<file path="src/rtl/core/coincidence_window_event_builder_core_macros.svh">
// Assertion macros for the coincidence window event builder.
// Included by the top level; no other dependencies.
`ifndef COINCIDENCE_WINDOW_EVENT_BUILDER_CORE_MACROS_SVH
`define COINCIDENCE_WINDOW_EVENT_BUILDER_CORE_MACROS_SVH

`ifndef SYNTHESIS
// Same-cycle implication, checked on every clock edge out of reset.
`define CWEB_ASSERT_NOW(label, clk, rst, ante, cons, msg) \
  label: assert property (@(posedge clk) disable iff (rst) (ante) |-> (cons)) \
    else $error(msg);
// Next-cycle implication, checked on every clock edge out of reset.
`define CWEB_ASSERT_NEXT(label, clk, rst, ante, cons, msg) \
  label: assert property (@(posedge clk) disable iff (rst) (ante) |=> (cons)) \
    else $error(msg);
`else
`define CWEB_ASSERT_NOW(label, clk, rst, ante, cons, msg)
`define CWEB_ASSERT_NEXT(label, clk, rst, ante, cons, msg)
`endif

`endif

</file>
<file path="src/rtl/core/cweb_pkg.sv">
// Shared widths, codes and types of the coincidence window event builder.
// No dependencies; every other file of the block but the macro header imports it.
package cweb_pkg;

  localparam int CH_W         = 3;
  localparam int Q_W          = 16;
  localparam int TS_W         = 47;
  localparam int ST_W         = TS_W + 1;
  localparam int WIN_W        = 32;
  localparam int EVT_W        = 32;
  localparam int MAX_SLOTS    = 8;
  localparam int CHANNELS_DEF = 8;

  localparam logic [WIN_W-1:0] WINDOW_RESET = WIN_W'(200);

  // Operation codes of an input beat
  localparam logic OP_HIT   = 1'b0;
  localparam logic OP_FLUSH = 1'b1;

  typedef struct packed {
    logic [CH_W-1:0]      channel;
    logic [Q_W-1:0]       charge_short;
    logic [Q_W-1:0]       charge_long;
    logic [TS_W-1:0]      timestamp;
    logic signed [Q_W-1:0] fine_time;
  } hit_t;

  typedef struct packed {
    logic [CH_W-1:0]       slot_channel;
    logic                  present;
    logic [Q_W-1:0]        charge_short;
    logic [Q_W-1:0]        charge_long;
    logic [TS_W-1:0]       timestamp;
    logic signed [Q_W-1:0] fine_time;
    logic [EVT_W-1:0]      event_number;
    logic                  last;
  } rec_t;

  // Controller to datapath
  typedef struct packed {
    logic open_in;    // clear slots, open event with the input hit
    logic store_in;   // store the input hit in its slot
    logic save_pend;  // hold the closing hit until the old event is out
    logic emit_step;  // load one slot record into the output register
    logic finish;     // event emitted: count it, clear slots
    logic reopen;     // with finish: open the next event from the held hit
  } cmd_t;

  // Datapath to controller
  typedef struct packed {
    logic is_flush;
    logic ch_ok;
    logic event_open;
    logic in_window;
    logic idx_last;
    logic out_free;
  } status_t;

endpackage

</file>
<file path="src/rtl/core/cweb_stream_if.sv">
// Valid/ready stream interfaces for hit beats and slot record beats.
// Depends on cweb_pkg.
interface cweb_hit_if import cweb_pkg::*; ();
  logic                  valid;
  logic                  ready;
  logic                  operation;
  logic [CH_W-1:0]       channel;
  logic [Q_W-1:0]        charge_short;
  logic [Q_W-1:0]        charge_long;
  logic [TS_W-1:0]       timestamp;
  logic signed [Q_W-1:0] fine_time;

  modport source (
    output valid, operation, channel, charge_short, charge_long, timestamp, fine_time,
    input  ready
  );
  modport sink (
    input  valid, operation, channel, charge_short, charge_long, timestamp, fine_time,
    output ready
  );
endinterface

interface cweb_rec_if import cweb_pkg::*; ();
  logic                  valid;
  logic                  ready;
  logic [CH_W-1:0]       slot_channel;
  logic                  present;
  logic [Q_W-1:0]        out_charge_short;
  logic [Q_W-1:0]        out_charge_long;
  logic [TS_W-1:0]       out_timestamp;
  logic signed [Q_W-1:0] out_fine_time;
  logic [EVT_W-1:0]      event_number;
  logic                  last;

  modport source (
    output valid, slot_channel, present, out_charge_short, out_charge_long,
           out_timestamp, out_fine_time, event_number, last,
    input  ready
  );
  modport sink (
    input  valid, slot_channel, present, out_charge_short, out_charge_long,
           out_timestamp, out_fine_time, event_number, last,
    output ready
  );
endinterface

</file>
<file path="src/rtl/core/coincidence_window_event_builder_core.sv">
// Channel   Dir  Beat                                    Handshake
// hits      in   operation, channel, charges, time, fine valid/ready
// records   out  one slot record, present, event, last   valid/ready
// window_*  in   coincidence window, 32 bits             write enable, no read-back
//
// A hit that opens an event or falls inside the window is stored in its slot when accepted.
// A closing hit, or a flush while an event is open, emits the event: the SLOTS = min(CHANNELS, 8)
// slot registers are read one slot per cycle into the output register unless records stalls.
// A stalled records channel holds the slot counter; hits wait until the last slot is loaded.
// Reset is synchronous; window resets to 200, no event open, no clearing pass.
//
// Top level of the coincidence window event builder.
// Depends on cweb_pkg, cweb_stream_if, cweb_ctrl, cweb_dp and the macro header.
`include "coincidence_window_event_builder_core_macros.svh"

module coincidence_window_event_builder_core import cweb_pkg::*; #(
  parameter int CHANNELS = CHANNELS_DEF
) (
  input  logic             clk,
  input  logic             rst,
  input  logic             window_we,
  input  logic [WIN_W-1:0] window_wdata,
  cweb_hit_if.sink         hits,
  cweb_rec_if.source       records
);

  localparam int SLOTS = (CHANNELS < MAX_SLOTS) ? CHANNELS : MAX_SLOTS;

  hit_t    hit;
  cmd_t    cmd;
  status_t stat;
  rec_t    rec;
  logic    rec_valid;

  // Pack the hit beat
  assign hit.channel      = hits.channel;
  assign hit.charge_short = hits.charge_short;
  assign hit.charge_long  = hits.charge_long;
  assign hit.timestamp    = hits.timestamp;
  assign hit.fine_time    = hits.fine_time;

  cweb_ctrl u_ctrl (
    .clk      (clk),
    .rst      (rst),
    .in_valid (hits.valid),
    .in_ready (hits.ready),
    .status   (stat),
    .cmd      (cmd)
  );

  cweb_dp #(
    .CHANNELS (CHANNELS)
  ) u_dp (
    .clk          (clk),
    .rst          (rst),
    .window_we    (window_we),
    .window_wdata (window_wdata),
    .operation    (hits.operation),
    .hit          (hit),
    .cmd          (cmd),
    .status       (stat),
    .rec_valid    (rec_valid),
    .rec_ready    (records.ready),
    .rec          (rec)
  );

  // Unpack the record beat
  assign records.valid            = rec_valid;
  assign records.slot_channel     = rec.slot_channel;
  assign records.present          = rec.present;
  assign records.out_charge_short = rec.charge_short;
  assign records.out_charge_long  = rec.charge_long;
  assign records.out_timestamp    = rec.timestamp;
  assign records.out_fine_time    = rec.fine_time;
  assign records.event_number     = rec.event_number;
  assign records.last             = rec.last;

  // Checks
  `CWEB_ASSERT_NEXT(a_back_to_idle, clk, rst, cmd.emit_step && stat.idx_last, hits.ready, "no return to idle after last slot")
  `CWEB_ASSERT_NOW(a_last_slot, clk, rst, records.valid && records.last, records.slot_channel == CH_W'(SLOTS - 1), "last marker on wrong slot")
  `CWEB_ASSERT_NOW(a_no_emit_idle, clk, rst, hits.ready, !cmd.emit_step, "slot emitted while taking hits")
  `CWEB_ASSERT_NEXT(a_empty_flush, clk, rst, hits.valid && hits.ready && hits.operation == OP_FLUSH && !stat.event_open, hits.ready, "flush of no event started emission")

endmodule

</file>
<file path="src/rtl/core/cweb_ctrl.sv">
// Controller of the event builder: accepts hit beats and sequences emission.
// Depends on cweb_pkg; drives cweb_dp through cmd_t, reads status_t.
module cweb_ctrl import cweb_pkg::*; (
  input  logic    clk,
  input  logic    rst,
  input  logic    in_valid,
  output logic    in_ready,
  input  status_t status,
  output cmd_t    cmd
);

  localparam logic ST_IDLE = 1'b0;
  localparam logic ST_EMIT = 1'b1;

  logic state;
  logic state_next;
  logic reopen;
  logic reopen_next;

  // Decide the work for this cycle
  always_comb begin
    cmd         = '0;
    state_next  = state;
    reopen_next = reopen;
    in_ready    = (state == ST_IDLE);
    case (state)
      ST_IDLE: begin
        if (in_valid) begin
          if (status.is_flush) begin
            if (status.event_open) begin
              reopen_next = 1'b0;
              state_next  = ST_EMIT;
            end
          end else if (status.ch_ok) begin
            if (!status.event_open) begin
              cmd.open_in = 1'b1;
            end else if (status.in_window) begin
              cmd.store_in = 1'b1;
            end else begin
              cmd.save_pend = 1'b1;
              reopen_next   = 1'b1;
              state_next    = ST_EMIT;
            end
          end
        end
      end
      ST_EMIT: begin
        // Advance one slot whenever the output register can take it
        if (status.out_free) begin
          cmd.emit_step = 1'b1;
          if (status.idx_last) begin
            cmd.finish = 1'b1;
            cmd.reopen = reopen;
            state_next = ST_IDLE;
          end
        end
      end
      default: begin
        state_next = ST_IDLE;
      end
    endcase
  end

  always_ff @(posedge clk) begin
    if (rst) begin
      state  <= ST_IDLE;
      reopen <= 1'b0;
    end else begin
      state  <= state_next;
      reopen <= reopen_next;
    end
  end

endmodule

</file>
<file path="src/rtl/core/cweb_dp.sv">
// Datapath of the event builder: window register, slot store, window test,
// held closing hit, slot counter and output register. Depends on cweb_pkg.
module cweb_dp import cweb_pkg::*; #(
  parameter int CHANNELS = CHANNELS_DEF
) (
  input  logic             clk,
  input  logic             rst,
  input  logic             window_we,
  input  logic [WIN_W-1:0] window_wdata,
  input  logic             operation,
  input  hit_t             hit,
  input  cmd_t             cmd,
  output status_t          status,
  output logic             rec_valid,
  input  logic             rec_ready,
  output rec_t             rec
);

  localparam int SLOTS  = (CHANNELS < MAX_SLOTS) ? CHANNELS : MAX_SLOTS;
  localparam int SLOT_W = (SLOTS > 1) ? $clog2(SLOTS) : 1;
  localparam logic [SLOT_W-1:0] LAST_SLOT = SLOT_W'(SLOTS - 1);

  logic [WIN_W-1:0]      window;
  logic                  event_open;
  logic [ST_W-1:0]       start_time;
  logic [EVT_W-1:0]      events_done;
  logic [SLOTS-1:0]      present;
  logic [SLOTS-1:0]      present_next;
  logic [Q_W-1:0]        slot_short [SLOTS];
  logic [Q_W-1:0]        slot_long  [SLOTS];
  logic [TS_W-1:0]       slot_time  [SLOTS];
  logic signed [Q_W-1:0] slot_fine  [SLOTS];
  hit_t                  pend;
  logic [SLOT_W-1:0]     idx;

  hit_t              wr_hit;
  logic              wr_en;
  logic              open_any;
  logic [SLOT_W-1:0] wr_slot;
  logic [ST_W-1:0]   now;
  logic [ST_W-1:0]   dist_fwd;
  logic [ST_W-1:0]   dist_bwd;
  logic [ST_W-1:0]   span;
  logic              slot_p;

  // Window test on doubled timestamps, distance without wrap
  assign now      = {hit.timestamp, 1'b0};
  assign dist_fwd = now - start_time;
  assign dist_bwd = start_time - now;
  assign span     = (now >= start_time) ? dist_fwd : dist_bwd;

  assign status.is_flush   = (operation == OP_FLUSH);
  assign status.ch_ok      = ({1'b0, hit.channel} < (CH_W + 1)'(SLOTS));
  assign status.event_open = event_open;
  assign status.in_window  = (span <= ST_W'(window));
  assign status.idx_last   = (idx == LAST_SLOT);
  assign status.out_free   = !rec_valid || rec_ready;

  // Slot write source: the input hit, or the held hit when reopening
  assign open_any = cmd.open_in || (cmd.finish && cmd.reopen);
  assign wr_hit   = (cmd.finish && cmd.reopen) ? pend : hit;
  assign wr_en    = cmd.store_in || open_any;
  assign wr_slot  = wr_hit.channel[SLOT_W-1:0];

  always_comb begin
    present_next = present;
    if (cmd.open_in || cmd.finish) begin
      present_next = '0;
    end
    if (wr_en) begin
      present_next[wr_slot] = 1'b1;
    end
  end

  // Control state: window, event flag, present bits, counters
  always_ff @(posedge clk) begin
    if (rst) begin
      window      <= WINDOW_RESET;
      event_open  <= 1'b0;
      start_time  <= '0;
      events_done <= '0;
      present     <= '0;
      idx         <= '0;
      rec_valid   <= 1'b0;
    end else begin
      if (window_we) begin
        window <= window_wdata;
      end
      if (cmd.open_in) begin
        event_open <= 1'b1;
      end else if (cmd.finish) begin
        event_open <= cmd.reopen;
      end
      if (open_any) begin
        start_time <= {wr_hit.timestamp, 1'b0};
      end
      if (cmd.finish) begin
        events_done <= events_done + EVT_W'(1);
      end
      present <= present_next;
      if (cmd.emit_step) begin
        idx <= (idx == LAST_SLOT) ? '0 : idx + SLOT_W'(1);
      end
      if (cmd.emit_step) begin
        rec_valid <= 1'b1;
      end else if (rec_ready) begin
        rec_valid <= 1'b0;
      end
    end
  end

  // Slot payload store
  always_ff @(posedge clk) begin
    if (wr_en) begin
      slot_short[wr_slot] <= wr_hit.charge_short;
      slot_long[wr_slot]  <= wr_hit.charge_long;
      slot_time[wr_slot]  <= wr_hit.timestamp;
      slot_fine[wr_slot]  <= wr_hit.fine_time;
    end
  end

  // Hold the closing hit while the old event drains
  always_ff @(posedge clk) begin
    if (cmd.save_pend) begin
      pend <= hit;
    end
  end

  // Output register: one slot record per step, zeroed where absent
  assign slot_p = present[idx];

  always_ff @(posedge clk) begin
    if (cmd.emit_step) begin
      rec.slot_channel <= CH_W'(idx);
      rec.present      <= slot_p;
      rec.charge_short <= slot_p ? slot_short[idx] : '0;
      rec.charge_long  <= slot_p ? slot_long[idx] : '0;
      rec.timestamp    <= slot_p ? slot_time[idx] : '0;
      rec.fine_time    <= slot_p ? slot_fine[idx] : '0;
      rec.event_number <= events_done;
      rec.last         <= (idx == LAST_SLOT);
    end
  end

endmodule

</file>
<file path="src/flat_wrapper.sv">
// flat-port wrapper written by rule: the top's interface ports become plain ports
module coincidence_window_event_builder_core_flat import cweb_pkg::*;
#(
  parameter int CHANNELS = CHANNELS_DEF
)
  (clk, rst, window_we, window_wdata, hits_valid, hits_operation, hits_channel, hits_charge_short, hits_charge_long, hits_timestamp, hits_fine_time, hits_ready, records_valid, records_slot_channel, records_present, records_out_charge_short, records_out_charge_long, records_out_timestamp, records_out_fine_time, records_event_number, records_last, records_ready);
  cweb_hit_if hits_i ();
  cweb_rec_if records_i ();
  input  logic clk;
  input  logic rst;
  input  logic window_we;
  input  logic [WIN_W-1:0] window_wdata;
  input wire logic [$bits(hits_i.valid)-1:0] hits_valid;
  input wire logic [$bits(hits_i.operation)-1:0] hits_operation;
  input wire logic [$bits(hits_i.channel)-1:0] hits_channel;
  input wire logic [$bits(hits_i.charge_short)-1:0] hits_charge_short;
  input wire logic [$bits(hits_i.charge_long)-1:0] hits_charge_long;
  input wire logic [$bits(hits_i.timestamp)-1:0] hits_timestamp;
  input wire logic [$bits(hits_i.fine_time)-1:0] hits_fine_time;
  output wire logic [$bits(hits_i.ready)-1:0] hits_ready;
  output wire logic [$bits(records_i.valid)-1:0] records_valid;
  output wire logic [$bits(records_i.slot_channel)-1:0] records_slot_channel;
  output wire logic [$bits(records_i.present)-1:0] records_present;
  output wire logic [$bits(records_i.out_charge_short)-1:0] records_out_charge_short;
  output wire logic [$bits(records_i.out_charge_long)-1:0] records_out_charge_long;
  output wire logic [$bits(records_i.out_timestamp)-1:0] records_out_timestamp;
  output wire logic [$bits(records_i.out_fine_time)-1:0] records_out_fine_time;
  output wire logic [$bits(records_i.event_number)-1:0] records_event_number;
  output wire logic [$bits(records_i.last)-1:0] records_last;
  input wire logic [$bits(records_i.ready)-1:0] records_ready;
  assign hits_i.valid = hits_valid;
  assign hits_i.operation = hits_operation;
  assign hits_i.channel = hits_channel;
  assign hits_i.charge_short = hits_charge_short;
  assign hits_i.charge_long = hits_charge_long;
  assign hits_i.timestamp = hits_timestamp;
  assign hits_i.fine_time = hits_fine_time;
  assign hits_ready = hits_i.ready;
  assign records_valid = records_i.valid;
  assign records_slot_channel = records_i.slot_channel;
  assign records_present = records_i.present;
  assign records_out_charge_short = records_i.out_charge_short;
  assign records_out_charge_long = records_i.out_charge_long;
  assign records_out_timestamp = records_i.out_timestamp;
  assign records_out_fine_time = records_i.out_fine_time;
  assign records_event_number = records_i.event_number;
  assign records_last = records_i.last;
  assign records_i.ready = records_ready;
  coincidence_window_event_builder_core #(.CHANNELS(CHANNELS)) u_core (.clk(clk), .rst(rst), .window_we(window_we), .window_wdata(window_wdata), .hits(hits_i), .records(records_i));
endmodule
</file>
<file path="config.mk">
export PLATFORM = sky130hd
export DESIGN_NAME = coincidence_window_event_builder_core_flat
export DESIGN_NICKNAME = d
export VERILOG_FILES = /design/src/rtl/core/cweb_pkg.sv /design/src/rtl/core/cweb_stream_if.sv /design/src/rtl/core/coincidence_window_event_builder_core.sv /design/src/rtl/core/cweb_ctrl.sv /design/src/rtl/core/cweb_dp.sv /design/src/flat_wrapper.sv
export VERILOG_INCLUDE_DIRS = /design/src /design/src/rtl/core
export SDC_FILE = /design/constraint.sdc
export NUM_CORES = 1
export LEC_CHECK = 0
export ABC_AREA = 1
export BUFFER_PORTS_ARGS = -buffer_cell sky130_fd_sc_hd__buf_4
export CAP_MARGIN = 40
export CELL_PAD_IN_SITES_DETAIL_PLACEMENT = 1
export CELL_PAD_IN_SITES_GLOBAL_PLACEMENT = 1
export CORE_ASPECT_RATIO = 0.8
export CORE_MARGIN = 4
export CORE_UTILIZATION = 44
export CTS_CLUSTER_DIAMETER = 150
export DETAILED_ROUTE_END_ITERATION = 7
export GPL_ROUTABILITY_DRIVEN = 0
export PLACE_DENSITY = 0.79
export RECOVER_POWER = 50
export SETUP_SLACK_MARGIN = 0.4
export SKIP_LAST_GASP = 1
export SYNTH_ARGS = -nofsm -noshare
export SYNTH_HDL_FRONTEND = slang
export SYNTH_SLANG_ARGS = --single-unit
</file>
<file path="constraint.sdc">
create_clock -name clk -period 6.25 [get_ports clk]
set_input_delay 0.3125 -clock clk [delete_from_list [all_inputs] [get_ports clk]]
set_output_delay 0.3125 -clock clk [all_outputs]
set_load 0.05 [all_outputs]
</file>
After elaboration in Yosys (flattened, before gate mapping) --
Memories as Yosys holds them, arrays and structs flattened. A register that Yosys moved wholly into a read port is not among the register bits. Cells that the tools add are included.
Storage, ports and cells: output and inout bits 134, logic and storage cells 85, bits in registers 261, memories kept 4, bits in latches 0, RAM bits 760, ROM bits 0
Memories:
- u_core.u_dp.slot_time | words 8, width 47, read ports 1, clocked after memory_dff 1, wr ports 1, line cweb_dp.sv:31 | logic [TS_W-1:0] slot_time [SLOTS];
- u_core.u_dp.slot_fine | words 8, width 16, read ports 1, clocked after memory_dff 1, wr ports 1, line cweb_dp.sv:32 | logic signed [Q_W-1:0] slot_fine [SLOTS];
- u_core.u_dp.slot_long | words 8, width 16, read ports 1, clocked after memory_dff 1, wr ports 1, line cweb_dp.sv:30 | logic [Q_W-1:0] slot_long [SLOTS];
- u_core.u_dp.slot_short | words 8, width 16, read ports 1, clocked after memory_dff 1, wr ports 1, line cweb_dp.sv:29 | logic [Q_W-1:0] slot_short [SLOTS];
Operators by class: $mul 0, order comparisons 5, equal/unequal tests 2, div/mod/pow operators 0, reductions and logical operators 14, shifts and indexed selects 0, bitwise gates (word level) 2, $add $sub $neg 4, muxes and demuxes 36
Operators with widths (count):
- 2-to-1 mux 98 bit | 1
- subtractor 48 bit | 2
- >= comparator 48 bit | 1
- less-or-equal comparator 48 x 32 -> 1 bit | 1
- 2-to-1 mux 48 bit | 1
- adder 32 x 1 -> 32 bit, second input constant | 1
- 2-to-1 mux 1 bit | 21
- 2-to-1 mux 3 bit | 6
- 2-to-1 mux 8 bit | 2
- < comparator 3 x 4 -> 1 bit, second input constant | 2
- bitwise OR 8 bit | 1
- zero test 1 bit | 5
- logical OR 1 bit | 4
- 2-to-1 mux 2 bit | 2
- AND reduction 4 bit | 1
- nonzero test 2 bit | 2
- adder 3 x 1 -> 3 bit, second input constant | 1
- binary-select mux 1 bit (select 3 bit) | 1
- demux 1 bit (select 3 bit) | 1
- == test 3 bit, second input constant | 1
- >= comparator 3 x 1 -> 1 bit, second input constant | 1
- logical AND 1 bit | 2
- != test 2 bit, second input constant | 1
- case mux 1 bit (2 select lines) | 1
- inverter 1 bit | 1

Depth between registers and ports, before layout --
word-level depth 12, gate-level depth with buffers 40, depth with buffers taken out 36

Hierarchy --
From an unflattened synthesis, not the netlist that was laid out.
Unflattened totals: cells, all modules 5179, area, all modules 51028.9 µm²
By module, submodules not included:
- cweb_dp | seq. area each 32210.9 µm², instances 1, area each 50858.8 µm², cells an instance 5149
- cweb_ctrl | seq. area each 40.0 µm², instances 1, area each 170.2 µm², cells an instance 30

Worst setup path before layout --
No wires, ideal clock.
path type in2reg, from in hits_timestamp[6], to mem u_core.u_dp.slot_fine[0][0] (enable), setup slack 0.034 ns, arrival time 5.768 ns, stages on the path 33, setup time 0.449 ns, buffers on the path 1, data required time 5.801 ns, cells stage by stage inv_1 -> ha_1 -> nand2_2 -> inv_1 -> a21oi_1 -> nand2_1 -> nand2_1 -> nand2_1 -> nand2_1 -> nand2_2 -> nand2_4 -> nand2_4 -> buf_2 -> nand3_1 -> o21ai_0 -> o311ai_0 -> xnor2_1 -> inv_1 -> ha_1 -> nand2_1 -> nor2_1 -> nand2_1 -> nor4_1 -> nand3_1 -> nand2_1 -> nand2_1 -> a21oi_1 -> nand2_1 -> nor2_2 -> nand4_2 -> nand2_4 -> nand2_2 -> inv_1
Between the ends: longest elaborated chain between the ends 11
RTL lines:
- start: declaration | line flat_wrapper.sv:18 | input wire logic [$bits(hits_i.timestamp)-1:0] hits_timestamp;
- subtractor 48 bit, or another cell as far along | line cweb_dp.sv:49 | assign dist_bwd = start_time - now;
- 2-to-1 mux 48 bit (*) | line cweb_dp.sv:50 | assign span = (now >= start_time) ? dist_fwd : dist_bwd;
- less-or-equal comparator 48 x 32 -> 1 bit (*) | line cweb_dp.sv:55 | assign status.in_window = (span <= ST_W'(window));
- 2-to-1 mux 1 bit (*) | line cweb_ctrl.sv:37 | end else if (status.in_window) begin
- 2-to-1 mux 2 bit (*) | line cweb_ctrl.sv:35 | if (!status.event_open) begin
- 2-to-1 mux 3 bit (*) | line cweb_ctrl.sv:29 | if (status.is_flush) begin
- 2-to-1 mux 3 bit (*) | line cweb_ctrl.sv:28 | if (in_valid) begin
- 2-to-1 mux 3 bit (*) | line cweb_ctrl.sv:26 | case (state)
- logical OR 1 bit (*) | line cweb_dp.sv:62 | assign wr_en = cmd.store_in || open_any;
- 2-to-1 mux 1 bit (*) | line cweb_dp.sv:114 | if (wr_en) begin
- 2-to-1 mux 1 bit (implied by the code) (*) | line cweb_dp.sv:118 | slot_fine[wr_slot] <= wr_hit.fine_time;
- end: declaration | line cweb_dp.sv:32
Every way passes the cells marked *; elsewhere a longest branch is shown, timed or not.

Worst setup path in the final report --
from reg u_core.u_dp.idx[1], to reg, netlist name u_core.u_dp.rec[125]
Between the ends: longest elaborated chain between the ends 3
RTL lines:
- start: declaration | line cweb_dp.sv:34 | logic [SLOT_W-1:0] idx;
- start signal: assignment | line cweb_dp.sv:102 | idx <= (idx == LAST_SLOT) ? '0 : idx + SLOT_W'(1);
- binary-select mux 1 bit (select 3 bit) | line cweb_dp.sv:130 | assign slot_p = present[idx];
- 2-to-1 mux 1 bit (implied by the code) | line cweb_dp.sv:130
- zero test 1 bit (no source line)
Several ways; a longest one is shown, not always the timed one. The select of a mux whose other input is x is not followed. A chain may end at the register's enable or synchronous reset.

==> flow_summary.json <==
{
  "outcome": "complete, but fails checks",
  "violations": "capacitance limit, slew limit",
  "die_w_um": 387.9,
  "slew_headroom_pct": -144.0,
  "power.leakage_nw": 23.31,
  "crit_path_end": "u_core.u_dp.rec[125]$_SDFFCE_PN0P_",
  "dpl.hpwl_um": 109800,
  "synth_area_leaders": "edfxtp_1, nand2_1, dfxtp_1",
  "crit_type": "flip-flop to flip-flop",
  "stdcell_count": 7105,
  "power_density_mw_per_mm2": 288.4,
  "yosysUniqueCellTypes": 48,
  "power_w": 0.01737,
  "clkLatencyLatePin_ps": 760,
  "rsz0062_at_grt": "yes",
  "period_needed_ps": 5838,
  "cts.path.max_buffers": 3,
  "drt-initial-drc-count": 3858,
  "cts_tree": "yes",
  "post_drt_wl_per_cell_um": 24.38,
  "cp-start-kind": "flip-flop",
  "power.switching_w": 0.004771,
  "r2r_cells": 9,
  "yosysTopAreaCell": "edfxtp_1",
  "yosysTopAreaCellShare_pct": 58.52,
  "synth_area_mm2": 0.05080,
  "grt_antenna_before_repair": 5,
  "avgSynthCellArea_um2": 10.10,
  "worst-r2r-setup-slack_ps": 410,
  "tightestPinTransition_ps": 3659,
  "die_h_um": 311.9,
  "ys_ff_latch": 1116,
  "cts_root_buffer": "clkbuf_16",
  "synthArstFlopShare_pct": 0,
  "io_pins": 270,
  "intPower_w": 0.01260,
  "p_clk_share_pct": 37.7,
  "h-tree-depth": 3,
  "r2r-end": "u_core.u_dp.rec[125]$_SDFFCE_PN0P_",
  "syn_nets": 5293,
  "area_growth_pct": 18.60,
  "hold_class": "input port to flip-flop",
  "seq_power_share_pct": 47.9,
  "slew_violations": 558,
  "cts.sinks": 1116,
  "routed_wl_um": 173200,
  "yosys_warnings": 0,
  "grt_use_total_pct": 27.05,
  "hold_viol_final": 0,
  "dr.pass1.iters": 5,
  "row_count": 111,
  "setup_viol": 0,
  "port_buffers": 269,
  "worstPathArrival_ps": 6450,
  "fin_crit_sh_pct": 93.41,
  "grt_overflow_total": 0,
  "dp.cells": 6711,
  "switching_share_pct": 27.46,
  "ir_worst_vdd_uv": 244.7,
  "viasPerCell": 5.652,
  "drc": 0,
  "grt_pass1_wl_um": 253500,
  "synth-edff-count": 990,
  "design.die.area_mm2": 0.1210,
  "drive_above_1_share_pct": 9.168,
  "synth_top_flop_cell": "edfxtp_1",
  "syn_inst": 5028,
  "final_nets": 5745,
  "combPwrFrac_pct": 14.3,
  "max_freq_mhz": 171.3,
  "coreArea_mm2": 0.1146,
  "worst-path-max-fanout": 75,
  "cts_buffers": 110,
  "fin_worst_skew_ps": 76.78,
  "ant_nets": 0,
  "worstPathRequired_ps": 6860,
  "end_kind": "flip-flop",
  "grt_max_degree": 102,
  "clk_pin_slew_ps": 60,
  "drv_cap": 10,
  "yosysSeqAreaShare_pct": 63.49,
  "grt_pass1_vias": 42275,
  "timing.rr.start": "u_core.u_dp.idx[1]$_SDFFE_PP0P_",
  "startpoint": "u_core.u_dp.idx[1]$_SDFFE_PP0P_",
  "hold_slack_ps": 140.1,
  "hold_start": "hits_operation",
  "vias": 40161,
  "start_util_pct": 44.34
}
[sequential cells by signal, indices dropped and copies added, names as in the netlist]
| register | cells |
|---|---|
| u_core.u_dp.window | 32 |
| u_core.u_dp.slot_fine | 128 |
| u_core.u_dp.rec_valid | 1 |
| u_core.u_ctrl.reopen | 1 |
| u_core.u_dp.slot_time | 376 |
| u_core.u_dp.slot_long | 128 |
| u_core.u_dp.pend | 98 |
| u_core.u_dp.rec | 132 |
| u_core.u_dp.idx | 3 |
| u_core.u_dp.events_done | 32 |
| u_core.u_dp.present | 8 |
| u_core.u_dp.start_time | 47 |
| u_core.u_dp.event_open | 1 |
| u_core.u_ctrl.state | 1 |
| u_core.u_dp.slot_short | 128 |
[area by class of cell]
cell class / instances / area, µm²
Fill cell: 12557 / 54330
Sequential cell: 1116 / 32260
Multi-Input combinational cell: 3137 / 16090
Timing Repair Buffer: 551 / 4307
Clock buffer: 148 / 2937
Inverter: 564 / 2168
Tap cell: 1525 / 1908
Clock inverter: 58 / 564.3
Antenna cell: 6 / 15.01
[cells in the mapped netlist, drive strengths merged (12+ instances only)]
cell,number
buf,20
o21ai,474
inv,557
nand2,1110
nand3,108
nand4,18
o22ai,192
mux2,48
nor3,27
dfxtp,126
edfxtp,990
a211oi,48
xnor2,23
nor2,675
clkbuf,192
ha,127
o21bai,12
a21oi,223
[how the worst min path moves through the flow]
stage                                                    to  slack [ps]  depth (start not counted)
floorplan                     u_core.u_dp.pend[0]$_DFFE_PP_         410                          0
global placement               u_core.u_dp.rec[3]$_DFFE_PP_         450                          0
detailed placement             u_core.u_dp.rec[3]$_DFFE_PP_         450                          0
CTS                 u_core.u_dp.start_time[27]$_SDFFE_PP0P_          70                          2
global route              u_core.u_ctrl.reopen$_SDFFE_PP0P_         170                          4
finish                    u_core.u_ctrl.reopen$_SDFFE_PP0P_         140                          4
[worst max-delay path, cell delays in order (launching register included)]
cell and delay [ps]:
dfxtp_4 400, clkbuf_1 2260, clkbuf_1 480, clkbuf_2 1340, o21ai_0 400, o22ai_1 370, nand2_1 110, nand2_1 190
nand2_1 70, inv_1 60
[layout by cell type (no fill, tap or decap), drive strengths merged, types with 27 or more instances in the layout]
master / count
nand2: 1111
edfxtp: 990
nor2: 675
inv: 552
o21ai: 474
clkbuf: 417
a21oi: 223
o22ai: 192
buf: 145
dlygate4sd3: 133
ha: 127
dfxtp: 126
nand3: 108
clkinv: 54
mux2: 48
a211oi: 48
nor3: 27
[power by group through the flow]
| stage | registers [W] | logic, W | clock network [W] |
|---|---|---|---|
| final | 0.00833 | 0.00249 | 0.00655 |
| after global routing | 0.00833 | 0.00272 | 0.00700 |
| after CTS | 0.00832 | 0.00241 | 0.00663 |
| after detailed placement | 0.00848 | 0.00229 | 0 |
| after global placement | 0.00847 | 0.00219 | 0 |
| after floorplan | 0.00855 | 0.00135 | 0 |
[metal layers]
layer | global-route usage, % | vias up | part of all wire (%)
met5 | 0 | - | 0.016
met4 | 8.504 | 4 | 3.5
met3 | 3.731 | 347 | 7.7
met2 | 46.36 | 1735 | 49
met1 | 35.72 | 20084 | 40
li1 | - | 17991 | -
[cell families after synthesis]
group / after synthesis / share of synthesized area [%]
buffers and inverters: 776 / 5.773
flip-flops: 1116 / 63.49
multiplexers: 49 / 1.084
adder cells (fa/ha/maj): 129 / 3.207
AO/OA/AOI/OAI: 980 / 10.64
XOR/XNOR: 29 / 0.5000
AND/OR/NAND/NOR: 1949 / 15.31
[metrics by stage]
stage	worst slack, ps	TNS [ps]	util [%]	instance area, µm²
floorplan	587.9	0	-	50830
finish	412.2	0	52.58	60250
CTS	411.1	0	52.52	60170
detailed placement	-31.70	-1037	48.20	55220
global placement	169.0	0	47.96	54950
global route	159.3	0	52.57	60230
[repair_timing]
| action | 4_1_cts | 5_1_grt |
|---|---|---|
| endpoints found under the hold margin | 334 | 0 |
| hold buffers | 137 | 0 |
| pin swaps | 0 | 10 |
| setup endpoints to repair | 855 | 858 |
| buffers inserted | 3 | 22 |
| resized for setup | 11 | 116 |
| cloned | 0 | 13 |
Power figures use the tool's default switching activity.
